### src/hw/rtl/lpe_pkg.sv
package lpe_pkg;

	localparam int BYTE_W    = 8;
	localparam int WORD_W    = 24;
	localparam int DUTY_W    = 16;
	localparam int LEVEL_W   = 6;
	localparam int SLOT_W    = 7;
	localparam int SLOT_CNT_W = 6;
	localparam int FACTOR_W  = 17;
	localparam int PROD_W    = BYTE_W + FACTOR_W;
	localparam int CFG_IDX_W = 3;

	localparam logic [LEVEL_W-1:0] MAX_LEVEL = LEVEL_W'(45);
	localparam logic [SLOT_W-1:0]  MAX_SLOTS = SLOT_W'(64);
	localparam logic [SLOT_W-1:0]  MIN_SLOTS = SLOT_W'(1);

	localparam logic [CFG_IDX_W-1:0] CFG_BRIGHT_EN  = CFG_IDX_W'(0);
	localparam logic [CFG_IDX_W-1:0] CFG_BRIGHT_LVL = CFG_IDX_W'(1);
	localparam logic [CFG_IDX_W-1:0] CFG_ONE_DUTY   = CFG_IDX_W'(2);
	localparam logic [CFG_IDX_W-1:0] CFG_ZERO_DUTY  = CFG_IDX_W'(3);
	localparam logic [CFG_IDX_W-1:0] CFG_RESET_SLOTS = CFG_IDX_W'(4);

	localparam logic CMD_PIXEL = 1'b0;
	localparam logic CMD_EOF   = 1'b1;

	typedef struct packed {
		logic                bright_en;
		logic [LEVEL_W-1:0]  bright_lvl;
		logic [DUTY_W-1:0]   one_duty;
		logic [DUTY_W-1:0]   zero_duty;
		logic [SLOT_W-1:0]   reset_slots;
	} lpe_cfg_t;

	typedef struct packed {
		logic               eof;
		logic [WORD_W-1:0]  word;
	} lpe_entry_t;

	// tan(k degrees) in unsigned Q1.16, rounded
	function automatic logic [FACTOR_W-1:0] tan_q16(input logic [LEVEL_W-1:0] lvl);
		logic [FACTOR_W-1:0] f;
		case (lvl)
			6'd0:  f = 17'd0;
			6'd1:  f = 17'd1144;
			6'd2:  f = 17'd2289;
			6'd3:  f = 17'd3435;
			6'd4:  f = 17'd4583;
			6'd5:  f = 17'd5734;
			6'd6:  f = 17'd6888;
			6'd7:  f = 17'd8047;
			6'd8:  f = 17'd9210;
			6'd9:  f = 17'd10380;
			6'd10: f = 17'd11556;
			6'd11: f = 17'd12739;
			6'd12: f = 17'd13930;
			6'd13: f = 17'd15130;
			6'd14: f = 17'd16340;
			6'd15: f = 17'd17560;
			6'd16: f = 17'd18792;
			6'd17: f = 17'd20036;
			6'd18: f = 17'd21294;
			6'd19: f = 17'd22566;
			6'd20: f = 17'd23853;
			6'd21: f = 17'd25157;
			6'd22: f = 17'd26478;
			6'd23: f = 17'd27818;
			6'd24: f = 17'd29179;
			6'd25: f = 17'd30560;
			6'd26: f = 17'd31964;
			6'd27: f = 17'd33392;
			6'd28: f = 17'd34846;
			6'd29: f = 17'd36327;
			6'd30: f = 17'd37837;
			6'd31: f = 17'd39378;
			6'd32: f = 17'd40951;
			6'd33: f = 17'd42560;
			6'd34: f = 17'd44205;
			6'd35: f = 17'd45889;
			6'd36: f = 17'd47615;
			6'd37: f = 17'd49385;
			6'd38: f = 17'd51202;
			6'd39: f = 17'd53070;
			6'd40: f = 17'd54991;
			6'd41: f = 17'd56970;
			6'd42: f = 17'd59009;
			6'd43: f = 17'd61113;
			6'd44: f = 17'd63287;
			default: f = 17'd65536;
		endcase
		return f;
	endfunction

endpackage

### src/hw/rtl/lpe_if.sv
interface lpe_pix_if;
	logic       valid;
	logic       ready;
	logic       command;
	logic [7:0] red;
	logic [7:0] green;
	logic [7:0] blue;

	modport source (output valid, output command, output red, output green, output blue,
		input ready);
	modport sink (input valid, input command, input red, input green, input blue,
		output ready);
endinterface

interface lpe_code_if;
	logic        valid;
	logic        ready;
	logic [15:0] duty_code;
	logic        last;

	modport source (output valid, output duty_code, output last, input ready);
	modport sink (input valid, input duty_code, input last, output ready);
endinterface

### src/hw/rtl/led_pixel_pwm_encoder.sv
// channel | dir | handshake     | payload
// pix     | in  | valid / ready | command, red, green, blue
// code    | out | valid / ready | duty_code, last
// cfg     | in  | cfg_we        | cfg_index, cfg_wdata
//
// A pixel gives 24 codes, one per cycle from the back serializer unless code
// stalls; an end of frame gives reset_slots zero codes. The next item is loaded
// as the previous one emits its final code, so items follow back to back.
// An item passes the front stage register, the queue and the back serializer.
// arst_n clears control state and loads register defaults. A stall on code
// holds the output register; the two-entry queue lets intake continue meanwhile.
module led_pixel_pwm_encoder #(
	parameter int MAX_PIXELS = 256
) (
	input  logic        clk,
	input  logic        arst_n,
	lpe_pix_if.sink     pix,
	lpe_code_if.source  code,
	input  logic        cfg_we,
	input  logic [2:0]  cfg_index,
	input  logic [15:0] cfg_wdata
);
	import lpe_pkg::*;

	lpe_cfg_t          cfg_q;
	logic              q_ready;
	logic              q_push;
	lpe_entry_t        q_wdata;
	logic              q_valid;
	logic              q_pop;
	lpe_entry_t        q_rdata;
	logic [LEVEL_W-1:0] wr_lvl;
	logic [SLOT_W-1:0]  wr_slots;

	assign wr_lvl   = cfg_wdata[LEVEL_W-1:0];
	assign wr_slots = cfg_wdata[SLOT_W-1:0];

	always_ff @(posedge clk or negedge arst_n) begin
		if (!arst_n) begin
			cfg_q.bright_en   <= 1'b0;
			cfg_q.bright_lvl  <= MAX_LEVEL;
			cfg_q.one_duty    <= DUTY_W'(40);
			cfg_q.zero_duty   <= DUTY_W'(20);
			cfg_q.reset_slots <= SLOT_W'(50);
		end else if (cfg_we) begin
			case (cfg_index)
				CFG_BRIGHT_EN:   cfg_q.bright_en <= cfg_wdata[0];
				CFG_BRIGHT_LVL:  cfg_q.bright_lvl <= (wr_lvl > MAX_LEVEL) ? MAX_LEVEL : wr_lvl;
				CFG_ONE_DUTY:    cfg_q.one_duty <= cfg_wdata;
				CFG_ZERO_DUTY:   cfg_q.zero_duty <= cfg_wdata;
				CFG_RESET_SLOTS: begin
					if (wr_slots < MIN_SLOTS) begin
						cfg_q.reset_slots <= MIN_SLOTS;
					end else if (wr_slots > MAX_SLOTS) begin
						cfg_q.reset_slots <= MAX_SLOTS;
					end else begin
						cfg_q.reset_slots <= wr_slots;
					end
				end
				default: cfg_q <= cfg_q;
			endcase
		end
	end

	lpe_front #(
		.MAX_PIXELS(MAX_PIXELS)
	) u_front (
		.clk     (clk),
		.arst_n  (arst_n),
		.cfg     (cfg_q),
		.pix     (pix),
		.q_ready (q_ready),
		.q_push  (q_push),
		.q_wdata (q_wdata)
	);

	lpe_queue u_queue (
		.clk    (clk),
		.arst_n (arst_n),
		.push   (q_push),
		.wdata  (q_wdata),
		.ready  (q_ready),
		.pop    (q_pop),
		.valid  (q_valid),
		.rdata  (q_rdata)
	);

	lpe_back u_back (
		.clk     (clk),
		.arst_n  (arst_n),
		.cfg     (cfg_q),
		.q_valid (q_valid),
		.q_rdata (q_rdata),
		.q_pop   (q_pop),
		.code    (code)
	);

endmodule

### src/hw/rtl/lpe_front.sv
module lpe_front #(
	parameter int MAX_PIXELS = 256
) (
	input  logic              clk,
	input  logic              arst_n,
	input  lpe_pkg::lpe_cfg_t cfg,
	lpe_pix_if.sink           pix,
	input  logic              q_ready,
	output logic              q_push,
	output lpe_pkg::lpe_entry_t q_wdata
);
	import lpe_pkg::*;

	localparam int CNT_W = $clog2(MAX_PIXELS + 1);

	logic [CNT_W-1:0]  pixel_count_q;
	logic              valid_s1;
	logic              cmd_s1;
	logic [BYTE_W-1:0] red_s1;
	logic [BYTE_W-1:0] green_s1;
	logic [BYTE_W-1:0] blue_s1;
	logic              take;
	logic              keep;
	logic [FACTOR_W-1:0] factor;
	logic [PROD_W-1:0] prod_r;
	logic [PROD_W-1:0] prod_g;
	logic [PROD_W-1:0] prod_b;

	assign pix.ready = !valid_s1 || q_ready;
	assign take      = pix.valid && pix.ready;
	assign keep      = (pix.command == CMD_EOF) || (pixel_count_q < CNT_W'(MAX_PIXELS));
	assign q_push    = valid_s1 && q_ready;

	always_ff @(posedge clk or negedge arst_n) begin
		if (!arst_n) begin
			valid_s1      <= 1'b0;
			pixel_count_q <= '0;
		end else begin
			if (take && keep) begin
				valid_s1 <= 1'b1;
			end else if (q_push) begin
				valid_s1 <= 1'b0;
			end
			if (take) begin
				if (pix.command == CMD_EOF) begin
					pixel_count_q <= '0;
				end else if (keep) begin
					pixel_count_q <= pixel_count_q + CNT_W'(1);
				end
			end
		end
	end

	always_ff @(posedge clk) begin
		if (take && keep) begin
			cmd_s1   <= pix.command;
			red_s1   <= pix.red;
			green_s1 <= pix.green;
			blue_s1  <= pix.blue;
		end
	end

	// unity factor when scaling is off
	assign factor = cfg.bright_en ? tan_q16(cfg.bright_lvl) : FACTOR_W'(65536);
	assign prod_r = PROD_W'(red_s1) * PROD_W'(factor);
	assign prod_g = PROD_W'(green_s1) * PROD_W'(factor);
	assign prod_b = PROD_W'(blue_s1) * PROD_W'(factor);

	always_comb begin
		q_wdata.eof  = cmd_s1;
		q_wdata.word = {prod_g[23:16], prod_r[23:16], prod_b[23:16]};
	end

endmodule

### src/hw/rtl/lpe_queue.sv
module lpe_queue (
	input  logic                clk,
	input  logic                arst_n,
	input  logic                push,
	input  lpe_pkg::lpe_entry_t wdata,
	output logic                ready,
	input  logic                pop,
	output logic                valid,
	output lpe_pkg::lpe_entry_t rdata
);
	import lpe_pkg::*;

	lpe_entry_t mem_q [2];
	logic       wr_ptr_q;
	logic       rd_ptr_q;
	logic [1:0] cnt_q;

	assign ready = (cnt_q != 2'd2);
	assign valid = (cnt_q != 2'd0);
	assign rdata = mem_q[rd_ptr_q];

	always_ff @(posedge clk) begin
		if (push) begin
			mem_q[wr_ptr_q] <= wdata;
		end
	end

	always_ff @(posedge clk or negedge arst_n) begin
		if (!arst_n) begin
			wr_ptr_q <= 1'b0;
			rd_ptr_q <= 1'b0;
			cnt_q    <= 2'd0;
		end else begin
			if (push) begin
				wr_ptr_q <= !wr_ptr_q;
			end
			if (pop) begin
				rd_ptr_q <= !rd_ptr_q;
			end
			case ({push, pop})
				2'b10:   cnt_q <= cnt_q + 2'd1;
				2'b01:   cnt_q <= cnt_q - 2'd1;
				default: cnt_q <= cnt_q;
			endcase
		end
	end

endmodule

### src/hw/rtl/lpe_back.sv
module lpe_back (
	input  logic                clk,
	input  logic                arst_n,
	input  lpe_pkg::lpe_cfg_t   cfg,
	input  logic                q_valid,
	input  lpe_pkg::lpe_entry_t q_rdata,
	output logic                q_pop,
	lpe_code_if.source          code
);
	import lpe_pkg::*;

	logic                  busy_q;
	logic                  eof_q;
	logic [WORD_W-1:0]     word_q;
	logic [SLOT_CNT_W-1:0] slot_q;
	logic                  out_valid_q;
	logic [DUTY_W-1:0]     out_code_q;
	logic                  out_last_q;
	logic                  advance;
	logic                  emit;
	logic                  final_slot;
	logic [SLOT_W-1:0]     gap_len;

	assign advance    = !out_valid_q || code.ready;
	assign emit       = busy_q && advance;
	assign final_slot = (slot_q == '0);
	assign q_pop      = q_valid && (!busy_q || (emit && final_slot));
	assign gap_len    = cfg.reset_slots - MIN_SLOTS;

	assign code.valid     = out_valid_q;
	assign code.duty_code = out_code_q;
	assign code.last      = out_last_q;

	always_ff @(posedge clk or negedge arst_n) begin
		if (!arst_n) begin
			busy_q      <= 1'b0;
			out_valid_q <= 1'b0;
		end else begin
			if (advance) begin
				out_valid_q <= emit;
			end
			if (q_pop) begin
				busy_q <= 1'b1;
			end else if (emit && final_slot) begin
				busy_q <= 1'b0;
			end
		end
	end

	always_ff @(posedge clk) begin
		if (emit) begin
			out_last_q <= final_slot;
			if (eof_q) begin
				out_code_q <= '0;
			end else begin
				out_code_q <= word_q[WORD_W-1] ? cfg.one_duty : cfg.zero_duty;
			end
		end
		if (q_pop) begin
			eof_q  <= q_rdata.eof;
			word_q <= q_rdata.word;
			slot_q <= q_rdata.eof ? gap_len[SLOT_CNT_W-1:0] : SLOT_CNT_W'(WORD_W - 1);
		end else if (emit) begin
			word_q <= {word_q[WORD_W-2:0], 1'b0};
			slot_q <= slot_q - SLOT_CNT_W'(1);
		end
	end

endmodule

### src/flat_wrapper.sv
// flat-port wrapper written by rule: the top's interface ports become plain ports
module led_pixel_pwm_encoder_flat import lpe_pkg::*;
#(
	parameter int MAX_PIXELS = 256
)
  (clk, arst_n, cfg_we, cfg_index, cfg_wdata, pix_valid, pix_command, pix_red, pix_green, pix_blue, pix_ready, code_valid, code_duty_code, code_last, code_ready);
  lpe_pix_if pix_i ();
  lpe_code_if code_i ();
  input  logic clk;
  input  logic arst_n;
  input  logic cfg_we;
  input  logic [2:0] cfg_index;
  input  logic [15:0] cfg_wdata;
  input wire logic [$bits(pix_i.valid)-1:0] pix_valid;
  input wire logic [$bits(pix_i.command)-1:0] pix_command;
  input wire logic [$bits(pix_i.red)-1:0] pix_red;
  input wire logic [$bits(pix_i.green)-1:0] pix_green;
  input wire logic [$bits(pix_i.blue)-1:0] pix_blue;
  output wire logic [$bits(pix_i.ready)-1:0] pix_ready;
  output wire logic [$bits(code_i.valid)-1:0] code_valid;
  output wire logic [$bits(code_i.duty_code)-1:0] code_duty_code;
  output wire logic [$bits(code_i.last)-1:0] code_last;
  input wire logic [$bits(code_i.ready)-1:0] code_ready;
  assign pix_i.valid = pix_valid;
  assign pix_i.command = pix_command;
  assign pix_i.red = pix_red;
  assign pix_i.green = pix_green;
  assign pix_i.blue = pix_blue;
  assign pix_ready = pix_i.ready;
  assign code_valid = code_i.valid;
  assign code_duty_code = code_i.duty_code;
  assign code_last = code_i.last;
  assign code_i.ready = code_ready;
  led_pixel_pwm_encoder #(.MAX_PIXELS(MAX_PIXELS)) u_core (.clk(clk), .arst_n(arst_n), .pix(pix_i), .code(code_i), .cfg_we(cfg_we), .cfg_index(cfg_index), .cfg_wdata(cfg_wdata));
endmodule
### config.mk
export PLATFORM = sky130hd
export DESIGN_NAME = led_pixel_pwm_encoder_flat
export DESIGN_NICKNAME = d
export VERILOG_FILES = /design/src/hw/rtl/lpe_pkg.sv /design/src/hw/rtl/lpe_if.sv /design/src/hw/rtl/led_pixel_pwm_encoder.sv /design/src/hw/rtl/lpe_front.sv /design/src/hw/rtl/lpe_queue.sv /design/src/hw/rtl/lpe_back.sv /design/src/flat_wrapper.sv
export SDC_FILE = /design/constraint.sdc
export NUM_CORES = 1
export LEC_CHECK = 0
export BUFFER_PORTS_ARGS = -buffer_cell sky130_fd_sc_hd__buf_2
export CAP_MARGIN = 10
export CELL_PAD_IN_SITES_DETAIL_PLACEMENT = 1
export CELL_PAD_IN_SITES_GLOBAL_PLACEMENT = 1
export CORE_UTILIZATION = 46
export CTS_CLUSTER_DIAMETER = 80
export DETAILED_ROUTE_END_ITERATION = 7
export PLACE_DENSITY_LB_ADDON = 0.1
export REMOVE_ABC_BUFFERS = 1
export SYNTH_ARGS = -nofsm -noshare
export SYNTH_HDL_FRONTEND = slang
export SYNTH_SLANG_ARGS = --single-unit
### constraint.sdc
create_clock -name clk -period 6.8 [get_ports clk]
set_input_delay 1.36 -clock clk [delete_from_list [all_inputs] [get_ports clk]]
set_output_delay 1.36 -clock clk [all_outputs]
set_load 0.02 [all_outputs]
==> impl_metrics.yaml <==
run_status:
  outcome: "complete, no violations"
die:
  pin_count: 68
  start_util_pct: 46.7
  die_w_um: 212
  fp-row-count: 76
  core_um2: 43300
  chipHeight_um: 212
  die_area_um2: 44800
cts:
  cts_tree: "done"
  hold_buffers: 0
  clkTransAtPathRegs_ns: 0.07
  clockRootBuffer: "clkbuf_16"
  clock_latency_ns: 0.48
  clkSinkCount: 184
  cts_buffers: 17
  cts.path.max_buffers: 2
  cts_max_level: 4
yosys:
  async_flop_share_pct: 33.2
  synth_seq_cells: 184
  netlist_instances: 2039
  syn_area_per_cell_um2: 9.92
  synth_area_um2: 20200
  synth_edf_count: 123
  synthFlopType: "edfxtp_1"
  yosysWarnings: 0
  ys_seq_area_share_pct: 25.9
  synthDistinctLibCells: 75
power_and_ir_drop:
  peakVddDrop_mv: 0.197
  p_total_mw: 10.4
  power.density_nw_per_um2: 461
  cellLeakagePower_nw: 11.0
routing:
  wl_met3_um: 2330
  avgRoutedWirePerCell_um: 21.1
  vias: 14900
  dr.pass1.iters: 4
  wirelength_um: 56900
  highest_layer: "met4"
  post-route-drc-count: 0
  avgViaCountPerCell: 5.50
  drt-initial-drc-count: 820
  dr_wl_met2_um: 28000
  m1WireLength_um: 25000
  ant_nets: 0
timing:
  timing.final.crit_share_pct: 97.2
  period_minus_slack_ns: 6.61
  fmax_mhz: 151
  slew_violations: 0
  worst_slew_pin_slew_ns: 1.03
  rsz0062_at_grt: "true"
  skew_ns: 0.0240
  setup_viol: 0
  max_slew_margin_pct: 31.6
  holdWs_ns: 0.460
  totalNegativeSetupSlack_ns: 0
  finalHoldViolations: 0
setup_path:
  slowest_delay_ns: 0.54
  cp_num_buf_inv: 7
  cpMostUsedCell: "fa_1"
  worst_setup_path_start_kind: "flop"
  required_ns: 7.00
  end_kind: "flop"
  cp_top_family: "adder cells"
  path_class: "flop to flop"
  cp_slowest_cell: "dfstp_2"
  crit_fanout: 15
  cp_data_arrival_time_ns: 6.81
job:
  drv_cap: 0
global_route:
  grt_max_degree: 92
  grt_first_pass_wirelength_um: 90800
  grt-ovfl-total: 0
  antenna_found_initial: 0
  first_global_vias: 16700
  globalRouteTotalUtil_pct: 26.7
placed_design:
  io_buffers: 67
  place_congestion: 0.862
  dpl.hpwl_um: 41700
  dp_cells: 2657
final_layout:
  area_growth_pct: 11.5
  layout_common_cells: "inv_1, fa_1, and2_1"
  drive_gt1_share_pct: 13.3
  antenna_cells: 0
  layout_commonest_cell: "inv_1"
  nNetsFinal: 2546
  stdcell_count: 2698
min_path:
  hold_path_class: "flop to flop"
-- through the flow --
stage	setup slack, ns	util, %	area, µm²
2_1_floorplan	-0.532	-	19800
3_3_place_gp	-0.0523	50.0	21600
3_5_place_dp	-0.148	50.0	21600
4_1_cts	0.0101	51.5	22300
5_1_grt	-0.0332	52.1	22600
6_report	0.192	52.1	22600
-- per-layer routing --
layer	global-route usage [%]	vias up
li1	-	6716
met1	34.2	7731
met2	46.2	326
met3	4.05	78
met4	8.65	0
met5	0	-
-- cells in the mapped netlist, types with 15 or more instances --
| library cell | number | share of area [%] |
|---|---|---|
| nand3_1 | 19 | 0.47 |
| xnor2_1 | 35 | 1.5 |
| a21oi_1 | 64 | 1.6 |
| nor3_1 | 25 | 0.62 |
| edfxtp_1 | 123 | 18 |
| xor2_1 | 18 | 0.78 |
| o21ai_0 | 57 | 1.4 |
| dfrtp_1 | 50 | 6.2 |
| ha_1 | 133 | 8.2 |
| inv_1 | 326 | 6.1 |
| nor2b_1 | 22 | 0.68 |
| and2_1 | 221 | 6.8 |
| mux2_2 | 31 | 1.7 |
| nor2_1 | 63 | 1.2 |
| and3_1 | 112 | 3.5 |
| clkbuf_1 | 94 | 1.7 |
| mux2i_1 | 44 | 2.2 |
| fa_1 | 264 | 26 |
| nand2b_1 | 15 | 0.46 |
| nand2_1 | 150 | 2.8 |
-- kinds of logic (layout without fill, tap and decap cells) --
kind of cell	count (synthesis)	count (layout)	synth area share (%)
buffers and inverters	441	515	8.34
adders and majority gates	398	398	34.4
xor gates and xnor gates	53	53	2.30
DFF	184	184	25.9
AOI/OAI and AO/OA	221	221	7.12
muxes	77	77	4.13
and+or+nand+nor	665	665	17.8
-- sequential cells by signal, summed over array words and instances, names as in the netlist --
signal	count
u_core.u_queue.rd_ptr_q	1
u_core.u_front.valid_s1	1
u_core.cfg_q	45
u_core.u_back.eof_q	1
u_core.u_back.slot_q	6
u_core.u_front.red_s1	8
u_core.u_front.blue_s1	8
u_core.u_back.code.duty_code	16
u_core.u_front.cmd_s1	1
u_core.u_queue.wr_ptr_q	1
u_core.u_front.pixel_count_q	9
u_core.u_back.busy_q	1
u_core.u_queue.mem_q	50
u_core.u_back.word_q	24
u_core.u_back.code.last	1
u_core.u_queue.cnt_q	2
u_core.u_front.green_s1	8
u_core.u_back.code.valid	1
-- path summary, 6_finish.rpt --
| path | start | depth (start not counted) | endpoint | slack, ns |
|---|---|---|---|---|
| worst min register to register | u_core.u_front.cmd_s1 | 0 | u_core.u_queue.mem_q[0][24] | 0.46 |
| min in group asynchronous | arst_n | 2 | u_core.cfg_q[22] | 1.05 |
| worst min-delay path | u_core.u_front.cmd_s1 | 0 | u_core.u_queue.mem_q[0][24] | 0.46 |
| max in group asynchronous | arst_n | 2 | u_core.cfg_q[45] | 5.21 |
| worst max-delay path | u_core.cfg_q[39] | 25 | u_core.u_queue.mem_q[1][20] | 0.19 |
| worst max register to register | u_core.cfg_q[39] | 25 | u_core.u_queue.mem_q[1][20] | 0.19 |
-- repair_timing --
item	CTS	global route
buffers inserted	0	8
hold endpoints to repair	0	0
gates cloned	0	1
pin swaps	1	8
setup endpoints to repair	12	36
gates resized for setup	5	36
-- final cells by class --
type | count | area [µm²]
timing repair buffer | 153 | 1210
inverter | 330 | 1240
clock buffer | 20 | 468
fill | 4791 | 20700
multi-input combinational | 1414 | 13500
clock inverter | 12 | 159
sequential | 184 | 5240
tap | 585 | 732
-- where the power goes --
part / switching [mW] / total (mW) / internal [mW] / leakage, nW
registers: 0.293 / 2.08 / 1.79 / 1.92
clock network: 0.478 / 1.06 / 0.585 / 0.305
logic: 4.28 / 7.25 / 2.97 / 8.78
total: 5.05 / 10.4 / 5.34 / 11.0
No activity file was read; power rests on OpenSTA's default activity.
